$ cat src/rtl/afq_pkg.sv
`timescale 1ns / 1ps
// Shared types, codes and widths for the audio frame queue.
package afq_pkg;

    localparam int DEFAULT_QUEUE_DEPTH = 16;

    localparam int LEN_W   = 16;
    localparam int STAMP_W = 64;
    localparam int TOTAL_W = 21;
    localparam int SUM_W   = 22;
    localparam int RATE_W  = 18;
    localparam int FMT_W   = 8;
    localparam int CHAN_W  = 4;
    localparam int SBITS_W = 6;
    localparam int MODE_W  = 2;
    localparam int STAT_W  = 3;
    localparam int DROP_W  = 5;
    localparam int ECNT_W  = 5;
    localparam int CTR_W   = 32;
    localparam int CFG_IDX_W  = 3;
    localparam int CFG_DATA_W = 21;

    localparam logic [MODE_W-1:0] MODE_SUBMIT = 2'd0;
    localparam logic [MODE_W-1:0] MODE_POP    = 2'd1;
    localparam logic [MODE_W-1:0] MODE_FLUSH  = 2'd2;
    localparam logic [MODE_W-1:0] MODE_CLEAR  = 2'd3;

    localparam logic [STAT_W-1:0] STAT_OK          = 3'd0;
    localparam logic [STAT_W-1:0] STAT_INVALID     = 3'd1;
    localparam logic [STAT_W-1:0] STAT_UNSUPPORTED = 3'd2;
    localparam logic [STAT_W-1:0] STAT_NO_SESSION  = 3'd3;
    localparam logic [STAT_W-1:0] STAT_EMPTY       = 3'd4;

    localparam logic [CFG_IDX_W-1:0] CFG_MAX_QUEUE_BYTES   = 3'd0;
    localparam logic [CFG_IDX_W-1:0] CFG_MAX_FRAME_BYTES   = 3'd1;
    localparam logic [CFG_IDX_W-1:0] CFG_REQ_FORMAT        = 3'd2;
    localparam logic [CFG_IDX_W-1:0] CFG_REQ_RATE          = 3'd3;
    localparam logic [CFG_IDX_W-1:0] CFG_REQ_CHANNELS      = 3'd4;
    localparam logic [CFG_IDX_W-1:0] CFG_REQ_SAMPLE_BITS   = 3'd5;

    localparam logic [TOTAL_W-1:0] RST_MAX_QUEUE_BYTES = 21'd65536;
    localparam logic [LEN_W-1:0]   RST_MAX_FRAME_BYTES = 16'd16384;
    localparam logic [FMT_W-1:0]   RST_REQ_FORMAT      = 8'd1;
    localparam logic [RATE_W-1:0]  RST_REQ_RATE        = 18'd48000;
    localparam logic [CHAN_W-1:0]  RST_REQ_CHANNELS    = 4'd2;
    localparam logic [SBITS_W-1:0] RST_REQ_SAMPLE_BITS = 6'd16;

    typedef enum logic [2:0] {
        S_IDLE,
        S_EVAL,
        S_TAKE,
        S_WRITE,
        S_CHECK,
        S_DONE
    } t_state;

    typedef struct packed {
        logic wr_en;
        logic rd_en;
    } t_ring_ctl;

endpackage

$ cat src/rtl/audio_frame_queue_drop_oldest.sv
`timescale 1ns / 1ps
// Audio frame descriptor queue with a byte budget that drops the oldest frames.
//
//  channel  | direction | handshake                   | payload
//  ---------+-----------+-----------------------------+-----------------------------------
//  request  | in        | i_in_valid / o_in_stall     | i_mode, frame fields, session bits
//  result   | out       | o_out_valid / i_out_stall   | o_status ... o_submitted_total
//  config   | in        | i_cfg_we (no wait)          | i_cfg_index, i_cfg_data
//
// A request transfers only while the controller is idle. A fitting submit passes evaluate,
// write and check before the result loads; each budget drop adds a take and a check, and a
// drop on a full ring a take. A pop evaluates and takes; flush, clear and a rejected submit
// only evaluate. The read port returns data the cycle after its address; one descriptor per step.
// Reset is synchronous and active low; it empties the queue, zeroes the counters and restores
// the register defaults. A stalled result holds back only the final load of the next result.
module audio_frame_queue_drop_oldest #(
    parameter int QUEUE_DEPTH = afq_pkg::DEFAULT_QUEUE_DEPTH
) (
    input  logic                              i_clk,
    input  logic                              i_rst_n,
    // Request channel.
    input  logic                              i_in_valid,
    output logic                              o_in_stall,
    input  logic [afq_pkg::MODE_W-1:0]        i_mode,
    input  logic [afq_pkg::LEN_W-1:0]         i_frame_bytes,
    input  logic                              i_data_present,
    input  logic [afq_pkg::FMT_W-1:0]         i_format_code,
    input  logic [afq_pkg::RATE_W-1:0]        i_frame_hz,
    input  logic [afq_pkg::CHAN_W-1:0]        i_channel_count,
    input  logic [afq_pkg::SBITS_W-1:0]       i_sample_bits,
    input  logic [afq_pkg::STAMP_W-1:0]       i_timestamp,
    input  logic                              i_session_active,
    input  logic                              i_fmt_chosen,
    // Result channel.
    output logic                              o_out_valid,
    input  logic                              i_out_stall,
    output logic [afq_pkg::STAT_W-1:0]        o_status,
    output logic                              o_popped_valid,
    output logic [afq_pkg::LEN_W-1:0]         o_popped_bytes,
    output logic [afq_pkg::STAMP_W-1:0]       o_popped_timestamp,
    output logic                              o_forwarded,
    output logic [afq_pkg::DROP_W-1:0]        o_dropped_now,
    output logic [afq_pkg::TOTAL_W-1:0]       o_queued_total,
    output logic [afq_pkg::ECNT_W-1:0]        o_entry_count,
    output logic [afq_pkg::CTR_W-1:0]         o_dropped_total,
    output logic [afq_pkg::CTR_W-1:0]         o_submitted_total,
    // Configuration write port.
    input  logic                              i_cfg_we,
    input  logic [afq_pkg::CFG_IDX_W-1:0]     i_cfg_index,
    input  logic [afq_pkg::CFG_DATA_W-1:0]    i_cfg_data
);
    import afq_pkg::*;

    localparam int ADDR_W = $clog2(QUEUE_DEPTH);
    localparam int CNT_W  = $clog2(QUEUE_DEPTH + 1);

    // Configuration registers.
    logic [TOTAL_W-1:0] r_max_queue;
    logic [LEN_W-1:0]   r_max_frame;
    logic [FMT_W-1:0]   r_req_format;
    logic [RATE_W-1:0]  r_req_rate;
    logic [CHAN_W-1:0]  r_req_chans;
    logic [SBITS_W-1:0] r_req_sbits;

    // Controller and queue bookkeeping.
    t_state             r_state, n_state;
    logic [ADDR_W-1:0]  r_head, n_head;
    logic [ADDR_W-1:0]  r_tail, n_tail;
    logic [CNT_W-1:0]   r_occ, n_occ;
    logic [SUM_W-1:0]   r_bytes, n_bytes;
    logic [CTR_W-1:0]   r_drop_ctr, n_drop_ctr;
    logic [CTR_W-1:0]   r_sub_ctr, n_sub_ctr;
    logic               r_wrote, n_wrote;
    logic               r_out_valid, n_out_valid;

    // Captured request.
    logic [MODE_W-1:0]  r_in_mode, n_in_mode;
    logic [LEN_W-1:0]   r_in_bytes, n_in_bytes;
    logic               r_in_data, n_in_data;
    logic [FMT_W-1:0]   r_in_fmt, n_in_fmt;
    logic [RATE_W-1:0]  r_in_rate, n_in_rate;
    logic [CHAN_W-1:0]  r_in_chans, n_in_chans;
    logic [SBITS_W-1:0] r_in_sbits, n_in_sbits;
    logic [STAMP_W-1:0] r_in_stamp, n_in_stamp;
    logic               r_in_session, n_in_session;
    logic               r_in_selected, n_in_selected;

    // Result being built.
    logic [STAT_W-1:0]  r_status, n_status;
    logic               r_pop_valid, n_pop_valid;
    logic [LEN_W-1:0]   r_pop_bytes, n_pop_bytes;
    logic [STAMP_W-1:0] r_pop_stamp, n_pop_stamp;
    logic               r_fwd, n_fwd;
    logic [DROP_W-1:0]  r_drop_now, n_drop_now;

    // Output register.
    logic [STAT_W-1:0]  r_o_status, n_o_status;
    logic               r_o_pop_valid, n_o_pop_valid;
    logic [LEN_W-1:0]   r_o_pop_bytes, n_o_pop_bytes;
    logic [STAMP_W-1:0] r_o_pop_stamp, n_o_pop_stamp;
    logic               r_o_fwd, n_o_fwd;
    logic [DROP_W-1:0]  r_o_drop_now, n_o_drop_now;
    logic [TOTAL_W-1:0] r_o_queued, n_o_queued;
    logic [ECNT_W-1:0]  r_o_entries, n_o_entries;
    logic [CTR_W-1:0]   r_o_drop_tot, n_o_drop_tot;
    logic [CTR_W-1:0]   r_o_sub_tot, n_o_sub_tot;

    t_ring_ctl          ring_ctl;
    logic [LEN_W-1:0]   rd_len;
    logic [STAMP_W-1:0] rd_stamp;
    logic               in_xfer;
    logic               out_free;
    logic               frame_bad;
    logic               format_bad;
    logic [CNT_W+ECNT_W-1:0] occ_ext;

    afq_ring #(
        .QUEUE_DEPTH (QUEUE_DEPTH),
        .ADDR_W      (ADDR_W)
    ) u_ring (
        .i_clk      (i_clk),
        .i_ctl      (ring_ctl),
        .i_wr_addr  (r_tail),
        .i_rd_addr  (r_head),
        .i_wr_len   (r_in_bytes),
        .i_wr_stamp (r_in_stamp),
        .o_rd_len   (rd_len),
        .o_rd_stamp (rd_stamp)
    );

    // The controller takes a request only from idle, so the stall is a pure state decode.
    assign o_in_stall = (r_state != S_IDLE);
    assign in_xfer    = i_in_valid && !o_in_stall;
    assign out_free   = !r_out_valid || !i_out_stall;

    // A frame is invalid with no payload, zero length or a length over the frame limit.
    assign frame_bad  = !r_in_data || (r_in_bytes == '0) || (r_in_bytes > r_max_frame);
    assign format_bad = (r_in_fmt != r_req_format) || (r_in_rate != r_req_rate) ||
                        (r_in_chans != r_req_chans) || (r_in_sbits != r_req_sbits);

    // Entry count is reported modulo 32, whatever the ring depth.
    assign occ_ext = {{ECNT_W{1'b0}}, r_occ};

    always_comb begin
        n_state       = r_state;
        n_head        = r_head;
        n_tail        = r_tail;
        n_occ         = r_occ;
        n_bytes       = r_bytes;
        n_drop_ctr    = r_drop_ctr;
        n_sub_ctr     = r_sub_ctr;
        n_wrote       = r_wrote;
        n_out_valid   = r_out_valid && i_out_stall;
        n_in_mode     = r_in_mode;
        n_in_bytes    = r_in_bytes;
        n_in_data     = r_in_data;
        n_in_fmt      = r_in_fmt;
        n_in_rate     = r_in_rate;
        n_in_chans    = r_in_chans;
        n_in_sbits    = r_in_sbits;
        n_in_stamp    = r_in_stamp;
        n_in_session  = r_in_session;
        n_in_selected = r_in_selected;
        n_status      = r_status;
        n_pop_valid   = r_pop_valid;
        n_pop_bytes   = r_pop_bytes;
        n_pop_stamp   = r_pop_stamp;
        n_fwd         = r_fwd;
        n_drop_now    = r_drop_now;
        n_o_status    = r_o_status;
        n_o_pop_valid = r_o_pop_valid;
        n_o_pop_bytes = r_o_pop_bytes;
        n_o_pop_stamp = r_o_pop_stamp;
        n_o_fwd       = r_o_fwd;
        n_o_drop_now  = r_o_drop_now;
        n_o_queued    = r_o_queued;
        n_o_entries   = r_o_entries;
        n_o_drop_tot  = r_o_drop_tot;
        n_o_sub_tot   = r_o_sub_tot;
        ring_ctl      = '0;

        unique case (r_state)
            S_IDLE: begin
                if (in_xfer) begin
                    n_in_mode     = i_mode;
                    n_in_bytes    = i_frame_bytes;
                    n_in_data     = i_data_present;
                    n_in_fmt      = i_format_code;
                    n_in_rate     = i_frame_hz;
                    n_in_chans    = i_channel_count;
                    n_in_sbits    = i_sample_bits;
                    n_in_stamp    = i_timestamp;
                    n_in_session  = i_session_active;
                    n_in_selected = i_fmt_chosen;
                    n_status      = STAT_OK;
                    n_pop_valid   = 1'b0;
                    n_pop_bytes   = '0;
                    n_pop_stamp   = '0;
                    n_fwd         = 1'b0;
                    n_drop_now    = '0;
                    n_wrote       = 1'b0;
                    n_state       = S_EVAL;
                end
            end
            S_EVAL: begin
                n_state = S_DONE;
                unique case (r_in_mode)
                    MODE_SUBMIT: begin
                        if (frame_bad) begin
                            n_status = STAT_INVALID;
                        end else if (format_bad) begin
                            n_status = STAT_UNSUPPORTED;
                        end else if (!r_in_session || !r_in_selected) begin
                            n_status = STAT_NO_SESSION;
                        end else if (r_occ == CNT_W'(QUEUE_DEPTH)) begin
                            // Full ring: the oldest entry makes room first.
                            ring_ctl.rd_en = 1'b1;
                            n_state        = S_TAKE;
                        end else begin
                            n_state = S_WRITE;
                        end
                    end
                    MODE_POP: begin
                        if (r_occ == '0) begin
                            n_status = STAT_EMPTY;
                        end else begin
                            ring_ctl.rd_en = 1'b1;
                            n_state        = S_TAKE;
                        end
                    end
                    MODE_FLUSH: begin
                        n_head  = '0;
                        n_tail  = '0;
                        n_occ   = '0;
                        n_bytes = '0;
                    end
                    MODE_CLEAR: begin
                        n_drop_ctr = '0;
                        n_sub_ctr  = '0;
                    end
                    default: begin
                        n_status = STAT_OK;
                    end
                endcase
            end
            S_TAKE: begin
                // The head entry read in the previous cycle leaves the queue.
                n_head  = (r_head == ADDR_W'(QUEUE_DEPTH - 1)) ? '0 : r_head + ADDR_W'(1);
                n_occ   = r_occ - CNT_W'(1);
                n_bytes = (r_bytes >= SUM_W'(rd_len)) ? r_bytes - SUM_W'(rd_len) : '0;
                if (r_in_mode == MODE_POP) begin
                    n_pop_valid = 1'b1;
                    n_pop_bytes = rd_len;
                    n_pop_stamp = rd_stamp;
                    n_fwd       = r_in_selected;
                    n_state     = S_DONE;
                end else begin
                    n_drop_ctr = r_drop_ctr + CTR_W'(1);
                    n_drop_now = (r_drop_now == '1) ? r_drop_now : r_drop_now + DROP_W'(1);
                    n_state    = r_wrote ? S_CHECK : S_WRITE;
                end
            end
            S_WRITE: begin
                ring_ctl.wr_en = 1'b1;
                n_tail    = (r_tail == ADDR_W'(QUEUE_DEPTH - 1)) ? '0 : r_tail + ADDR_W'(1);
                n_occ     = r_occ + CNT_W'(1);
                n_bytes   = r_bytes + SUM_W'(r_in_bytes);
                n_sub_ctr = r_sub_ctr + CTR_W'(1);
                n_wrote   = 1'b1;
                n_state   = S_CHECK;
            end
            S_CHECK: begin
                // Drop from the head until the queued bytes fit the budget.
                if ((r_bytes > SUM_W'(r_max_queue)) && (r_occ != '0)) begin
                    ring_ctl.rd_en = 1'b1;
                    n_state        = S_TAKE;
                end else begin
                    if (r_occ == '0) begin
                        n_bytes = '0;
                    end
                    n_state = S_DONE;
                end
            end
            S_DONE: begin
                if (out_free) begin
                    n_out_valid   = 1'b1;
                    n_o_status    = r_status;
                    n_o_pop_valid = r_pop_valid;
                    n_o_pop_bytes = r_pop_bytes;
                    n_o_pop_stamp = r_pop_stamp;
                    n_o_fwd       = r_fwd;
                    n_o_drop_now  = r_drop_now;
                    n_o_queued    = r_bytes[TOTAL_W-1:0];
                    n_o_entries   = occ_ext[ECNT_W-1:0];
                    n_o_drop_tot  = r_drop_ctr;
                    n_o_sub_tot   = r_sub_ctr;
                    n_state       = S_IDLE;
                end
            end
            default: begin
                n_state = S_IDLE;
            end
        endcase
    end

    // Control state and configuration registers.
    always_ff @(posedge i_clk) begin
        if (!i_rst_n) begin
            r_state      <= S_IDLE;
            r_head       <= '0;
            r_tail       <= '0;
            r_occ        <= '0;
            r_bytes      <= '0;
            r_drop_ctr   <= '0;
            r_sub_ctr    <= '0;
            r_wrote      <= 1'b0;
            r_out_valid  <= 1'b0;
            r_max_queue  <= RST_MAX_QUEUE_BYTES;
            r_max_frame  <= RST_MAX_FRAME_BYTES;
            r_req_format <= RST_REQ_FORMAT;
            r_req_rate   <= RST_REQ_RATE;
            r_req_chans  <= RST_REQ_CHANNELS;
            r_req_sbits  <= RST_REQ_SAMPLE_BITS;
        end else begin
            r_state     <= n_state;
            r_head      <= n_head;
            r_tail      <= n_tail;
            r_occ       <= n_occ;
            r_bytes     <= n_bytes;
            r_drop_ctr  <= n_drop_ctr;
            r_sub_ctr   <= n_sub_ctr;
            r_wrote     <= n_wrote;
            r_out_valid <= n_out_valid;
            if (i_cfg_we) begin
                unique case (i_cfg_index)
                    CFG_MAX_QUEUE_BYTES: r_max_queue  <= i_cfg_data[TOTAL_W-1:0];
                    CFG_MAX_FRAME_BYTES: r_max_frame  <= i_cfg_data[LEN_W-1:0];
                    CFG_REQ_FORMAT:      r_req_format <= i_cfg_data[FMT_W-1:0];
                    CFG_REQ_RATE:        r_req_rate   <= i_cfg_data[RATE_W-1:0];
                    CFG_REQ_CHANNELS:    r_req_chans  <= i_cfg_data[CHAN_W-1:0];
                    CFG_REQ_SAMPLE_BITS: r_req_sbits  <= i_cfg_data[SBITS_W-1:0];
                    default: begin
                        r_max_queue <= r_max_queue;
                    end
                endcase
            end
        end
    end

    // Payload registers.
    always_ff @(posedge i_clk) begin
        r_in_mode     <= n_in_mode;
        r_in_bytes    <= n_in_bytes;
        r_in_data     <= n_in_data;
        r_in_fmt      <= n_in_fmt;
        r_in_rate     <= n_in_rate;
        r_in_chans    <= n_in_chans;
        r_in_sbits    <= n_in_sbits;
        r_in_stamp    <= n_in_stamp;
        r_in_session  <= n_in_session;
        r_in_selected <= n_in_selected;
        r_status      <= n_status;
        r_pop_valid   <= n_pop_valid;
        r_pop_bytes   <= n_pop_bytes;
        r_pop_stamp   <= n_pop_stamp;
        r_fwd         <= n_fwd;
        r_drop_now    <= n_drop_now;
        r_o_status    <= n_o_status;
        r_o_pop_valid <= n_o_pop_valid;
        r_o_pop_bytes <= n_o_pop_bytes;
        r_o_pop_stamp <= n_o_pop_stamp;
        r_o_fwd       <= n_o_fwd;
        r_o_drop_now  <= n_o_drop_now;
        r_o_queued    <= n_o_queued;
        r_o_entries   <= n_o_entries;
        r_o_drop_tot  <= n_o_drop_tot;
        r_o_sub_tot   <= n_o_sub_tot;
    end

    assign o_out_valid        = r_out_valid;
    assign o_status           = r_o_status;
    assign o_popped_valid     = r_o_pop_valid;
    assign o_popped_bytes     = r_o_pop_bytes;
    assign o_popped_timestamp = r_o_pop_stamp;
    assign o_forwarded        = r_o_fwd;
    assign o_dropped_now      = r_o_drop_now;
    assign o_queued_total     = r_o_queued;
    assign o_entry_count      = r_o_entries;
    assign o_dropped_total    = r_o_drop_tot;
    assign o_submitted_total  = r_o_sub_tot;

`ifndef SYNTHESIS
    // The ring never holds more descriptors than it has slots.
    a_occ_bound: assert property (@(posedge i_clk) disable iff (!i_rst_n)
        r_occ <= CNT_W'(QUEUE_DEPTH))
        else $error("queue occupancy exceeds ring depth");

    // The controller never reads and writes the ring in the same cycle.
    a_ring_excl: assert property (@(posedge i_clk) disable iff (!i_rst_n)
        !(ring_ctl.wr_en && ring_ctl.rd_en))
        else $error("ring read and write collide");

    // An empty queue carries no bytes once a request has been finished.
    a_empty_bytes: assert property (@(posedge i_clk) disable iff (!i_rst_n)
        (r_state == S_IDLE && r_occ == '0) |-> (r_bytes == '0))
        else $error("empty queue with nonzero byte total");

    // A transfer on the request side always starts the controller.
    a_xfer_busy: assert property (@(posedge i_clk) disable iff (!i_rst_n)
        in_xfer |=> (r_state == S_EVAL))
        else $error("accepted request did not start evaluation");
`endif

endmodule

$ cat src/rtl/afq_ring.sv
`timescale 1ns / 1ps
// Descriptor ring storage: length and timestamp memories with registered reads.
module afq_ring #(
    parameter int QUEUE_DEPTH = afq_pkg::DEFAULT_QUEUE_DEPTH,
    parameter int ADDR_W      = $clog2(QUEUE_DEPTH)
) (
    input  logic                        i_clk,
    input  afq_pkg::t_ring_ctl          i_ctl,
    input  logic [ADDR_W-1:0]           i_wr_addr,
    input  logic [ADDR_W-1:0]           i_rd_addr,
    input  logic [afq_pkg::LEN_W-1:0]   i_wr_len,
    input  logic [afq_pkg::STAMP_W-1:0] i_wr_stamp,
    output logic [afq_pkg::LEN_W-1:0]   o_rd_len,
    output logic [afq_pkg::STAMP_W-1:0] o_rd_stamp
);
    import afq_pkg::*;

    logic [LEN_W-1:0]   length_ring [QUEUE_DEPTH];
    logic [STAMP_W-1:0] stamp_ring  [QUEUE_DEPTH];
    logic [LEN_W-1:0]   r_rd_len;
    logic [STAMP_W-1:0] r_rd_stamp;

    always_ff @(posedge i_clk) begin
        if (i_ctl.wr_en) begin
            length_ring[i_wr_addr] <= i_wr_len;
            stamp_ring[i_wr_addr]  <= i_wr_stamp;
        end
        if (i_ctl.rd_en) begin
            r_rd_len   <= length_ring[i_rd_addr];
            r_rd_stamp <= stamp_ring[i_rd_addr];
        end
    end

    assign o_rd_len   = r_rd_len;
    assign o_rd_stamp = r_rd_stamp;

endmodule
$ cat config.mk
export PLATFORM = sky130hd
export DESIGN_NAME = audio_frame_queue_drop_oldest
export DESIGN_NICKNAME = d
export VERILOG_FILES = /design/src/rtl/afq_pkg.sv /design/src/rtl/audio_frame_queue_drop_oldest.sv /design/src/rtl/afq_ring.sv
export SDC_FILE = /design/constraint.sdc
export NUM_CORES = 2
export LEC_CHECK = 0
export BUFFER_PORTS_ARGS = -buffer_cell sky130_fd_sc_hd__buf_2
export CAP_MARGIN = 30
export CORE_MARGIN = 2
export CORE_UTILIZATION = 61
export DETAILED_ROUTE_END_ITERATION = 6
export PLACE_DENSITY = 0.8
export SLEW_MARGIN = 20
export SYNTH_ARGS = -nofsm -noshare
export SYNTH_HDL_FRONTEND = slang
export SYNTH_SLANG_ARGS = --single-unit
$ cat constraint.sdc
create_clock -name i_clk -period 14.4 [get_ports i_clk]
set_clock_uncertainty 0.2 [all_clocks]
set_input_delay 2.16 -clock i_clk [delete_from_list [all_inputs] [get_ports i_clk]]
set_output_delay 2.16 -clock i_clk [all_outputs]
set_load 0.01 [all_outputs]
==> run metrics <==
final worst slack about 9.2 ns; Die Wd around 350 microns; normalized max-slew margin a little under a third; Pre-Repair DR Iteration Count 7; maxcap violations 0; Ports ~330; status finished, final reports clean; Yosys reg bits 1928; die height ~350 microns; CTS tree built; distinct cell type count after synthesis 87; routability congestion estimate 0.885; IO Port Bufs 331; post_cts resized 0; Final Net Count 4388; crit path kind reg2reg; fillers between 6k and 7k; pre-CTS setup slack 9.40 ns; Area contributors post-synth edfxtp_1 72%, mux4_2 12%, dfxtp_1 4.8%, ha_1 1.4%, nand2_1 1.1%; synth warn 0; Multi-input gate area 0.0164 sq mm; post-CTS setup buffers 0; Syn Area/Cell roughly 20 sq um; Leakage Power 27.0 nW; Tmin final 5.17 ns; crit end category register; DRC Markers 0; Pwr Density 137 mW/mm^2; Final Max Tran Viols 0; P&R area growth vs syn 13.8%; clock buffer count from CTS ~180; slew of the pin with the lowest slew margin 1.02 ns; hold_buf cts 0; Synth top area share between 70% and 80%; First DRT Iteration DRCs just over 5k; largest net degree at the start of global routing 113; Site Rows 127; RSZ-0062 raised after global routing false; Fin. Hold Viols 0; CTS root buf clkbuf_16; top_reg_cell synth edfxtp_1; Syn Nets 3949; final WL 185000 microns; asr flop ratio synth 0%; CP startpoint kind register; post-synth top area cell edfxtp_1; antenna violations before repair 6; Vias just under 40k; core area 0.119 sq mm; final setup vio count 0; maximum VDD drop 141 uV; Initial Util 61.4%; vias in the first global route 39.3k; sequential fraction of the synthesis area 76.6%; clock-pin slew on the worst setup and hold paths roughly 0.07 ns; TNS Setup 0 ns; layout cell share with drive strength beyond 1 26.4%; die area between 0.1 and 0.15 sq mm; post-synthesis cell area 0.0733 sq mm; HP Class reg2reg; count leader, synth edfxtp_1; worst-path fanout max 32; wire per inst between 30 and 40 microns; Via density 6.62; total global-route track usage 30.5%; Critical Path RT 14.64 ns; fmax 0.193 GHz; CTS Sinks 1928; post-DP HPWL 94700 microns; EDFF count, synth 1751; H-tree levels 4; Sequential Area around 0.056 sq mm; Final ANT Viol Nets 0; final worst-path cycle share 35.9%; CP arrival 5.41 ns; Clk Latency, worst-skew pair 0.83 ns; global-route wire length before repair 268000 microns; GRT overflow 0; Mapped Cells 3715; maximum root-to-sink buffer count 3; Post-synth top cells 1751 x edfxtp_1, 400 x mux4_2, 211 x nand2_1
[final cells by class]
class                      instances  area share, %
timing repair buffer             409           3.08
antenna                            4         0.0120
clock inverter                   102           1.35
sequential                      1928           67.3
inverter                          80          0.369
multi-input combinational       1553           19.7
clock buffer                     228           5.78
tap                             1612           2.42
[sequential cells by signal, summed over array words and instances (netlist names), 64 cells and up]
register,flops
u_ring.stamp_ring,1024
u_ring.length_ring,256
o_popped_timestamp,64
r_in_stamp,64
r_pop_stamp,64
u_ring.o_rd_stamp,64
[worst paths after layout]
check | from | to | slack [ns] | cells after the start
max | r_in_bytes[13]$_DFFE_PP_ | u_ring.o_rd_len[10]$_DFFE_PP_ | 9.23 | 11
max reg2reg | r_in_bytes[13]$_DFFE_PP_ | u_ring.o_rd_len[10]$_DFFE_PP_ | 9.23 | 11
min reg2reg | r_pop_stamp[30]$_SDFFCE_PN0P_ | o_popped_timestamp[30]$_DFFE_PP_ | 0.21 | 0
min | r_pop_stamp[30]$_SDFFCE_PN0P_ | o_popped_timestamp[30]$_DFFE_PP_ | 0.21 | 0
[kinds of logic (layout without fill, tap and decap cells)]
group | Yosys count | after routing | synth area share (%)
other | 0 | 4 | 0
adder cells (fa/ha/maj) | 84 | 84 | 1.46
AND/OR/NAND/NOR | 646 | 646 | 4.32
XOR/XNOR | 93 | 93 | 1.11
buffers and inverters | 234 | 819 | 1.28
flip-flops | 1928 | 1928 | 76.6
AO/OA/AOI/OAI | 313 | 313 | 2.74
multiplexers | 417 | 417 | 12.5
[worst max-delay path: stages (launching register included)]
cell and delay [ns]:
edfxtp_1 0.79, ha_1 0.37, a21o_1 0.16, a21o_1 0.16, a21oi_1 0.14, o21ai_0 0.14
o21ai_0 0.54, nand3_1 0.21, a211o_1 0.38, o21ai_4 0.32, buf_4 0.67, buf_4 0.60
[power by group]
part | switching, mW | internal, mW | total (mW)
Sequential | 0.135 | 6.26 | 6.40
Clock | 2.15 | 2.67 | 4.82
Combinational | 0.172 | 0.0679 | 0.240
[per-layer routing]
metal	vias up	routed length, microns	global-route usage, %
li1	15800	-	-
met3	486	18300	5.61
met2	2764	92900	50.4
met4	0	7630	12.2
met5	-	0	0
met1	20100	66700	40.8
[cells in the final DEF, fill, tap and decap left out, types with 28 or more instances in the layout]
master / instances
mux4_2: 400
buf_2: 331
xnor2_1: 37
edfxtp_1: 1751
nand3_1: 58
clkbuf_1: 39
clkinv_2: 28
nand4_1: 32
clkinv_1: 33
clkbuf_16: 184
inv_1: 75
buf_4: 58
nand2_1: 210
and2_1: 73
dfxtp_1: 173
nor2_1: 130
xor2_1: 56
a21oi_1: 138
o21ai_0: 35
ha_1: 81
[metrics by stage]
stage	utilization (%)	cells	hold WS, ns	area [sq um]	total power, mW
CTS	69.7	5910	0.219	83300	11.5
global placement	64.4	5564	0.202	77000	6.73
global route	69.8	5914	0.228	83400	11.7
floorplan	-	3715	0.200	73300	6.59
finish	69.8	5916	0.212	83400	11.5
detailed placement	64.8	5580	0.205	77400	6.74
No activity file was read; power rests on OpenSTA's default activity.
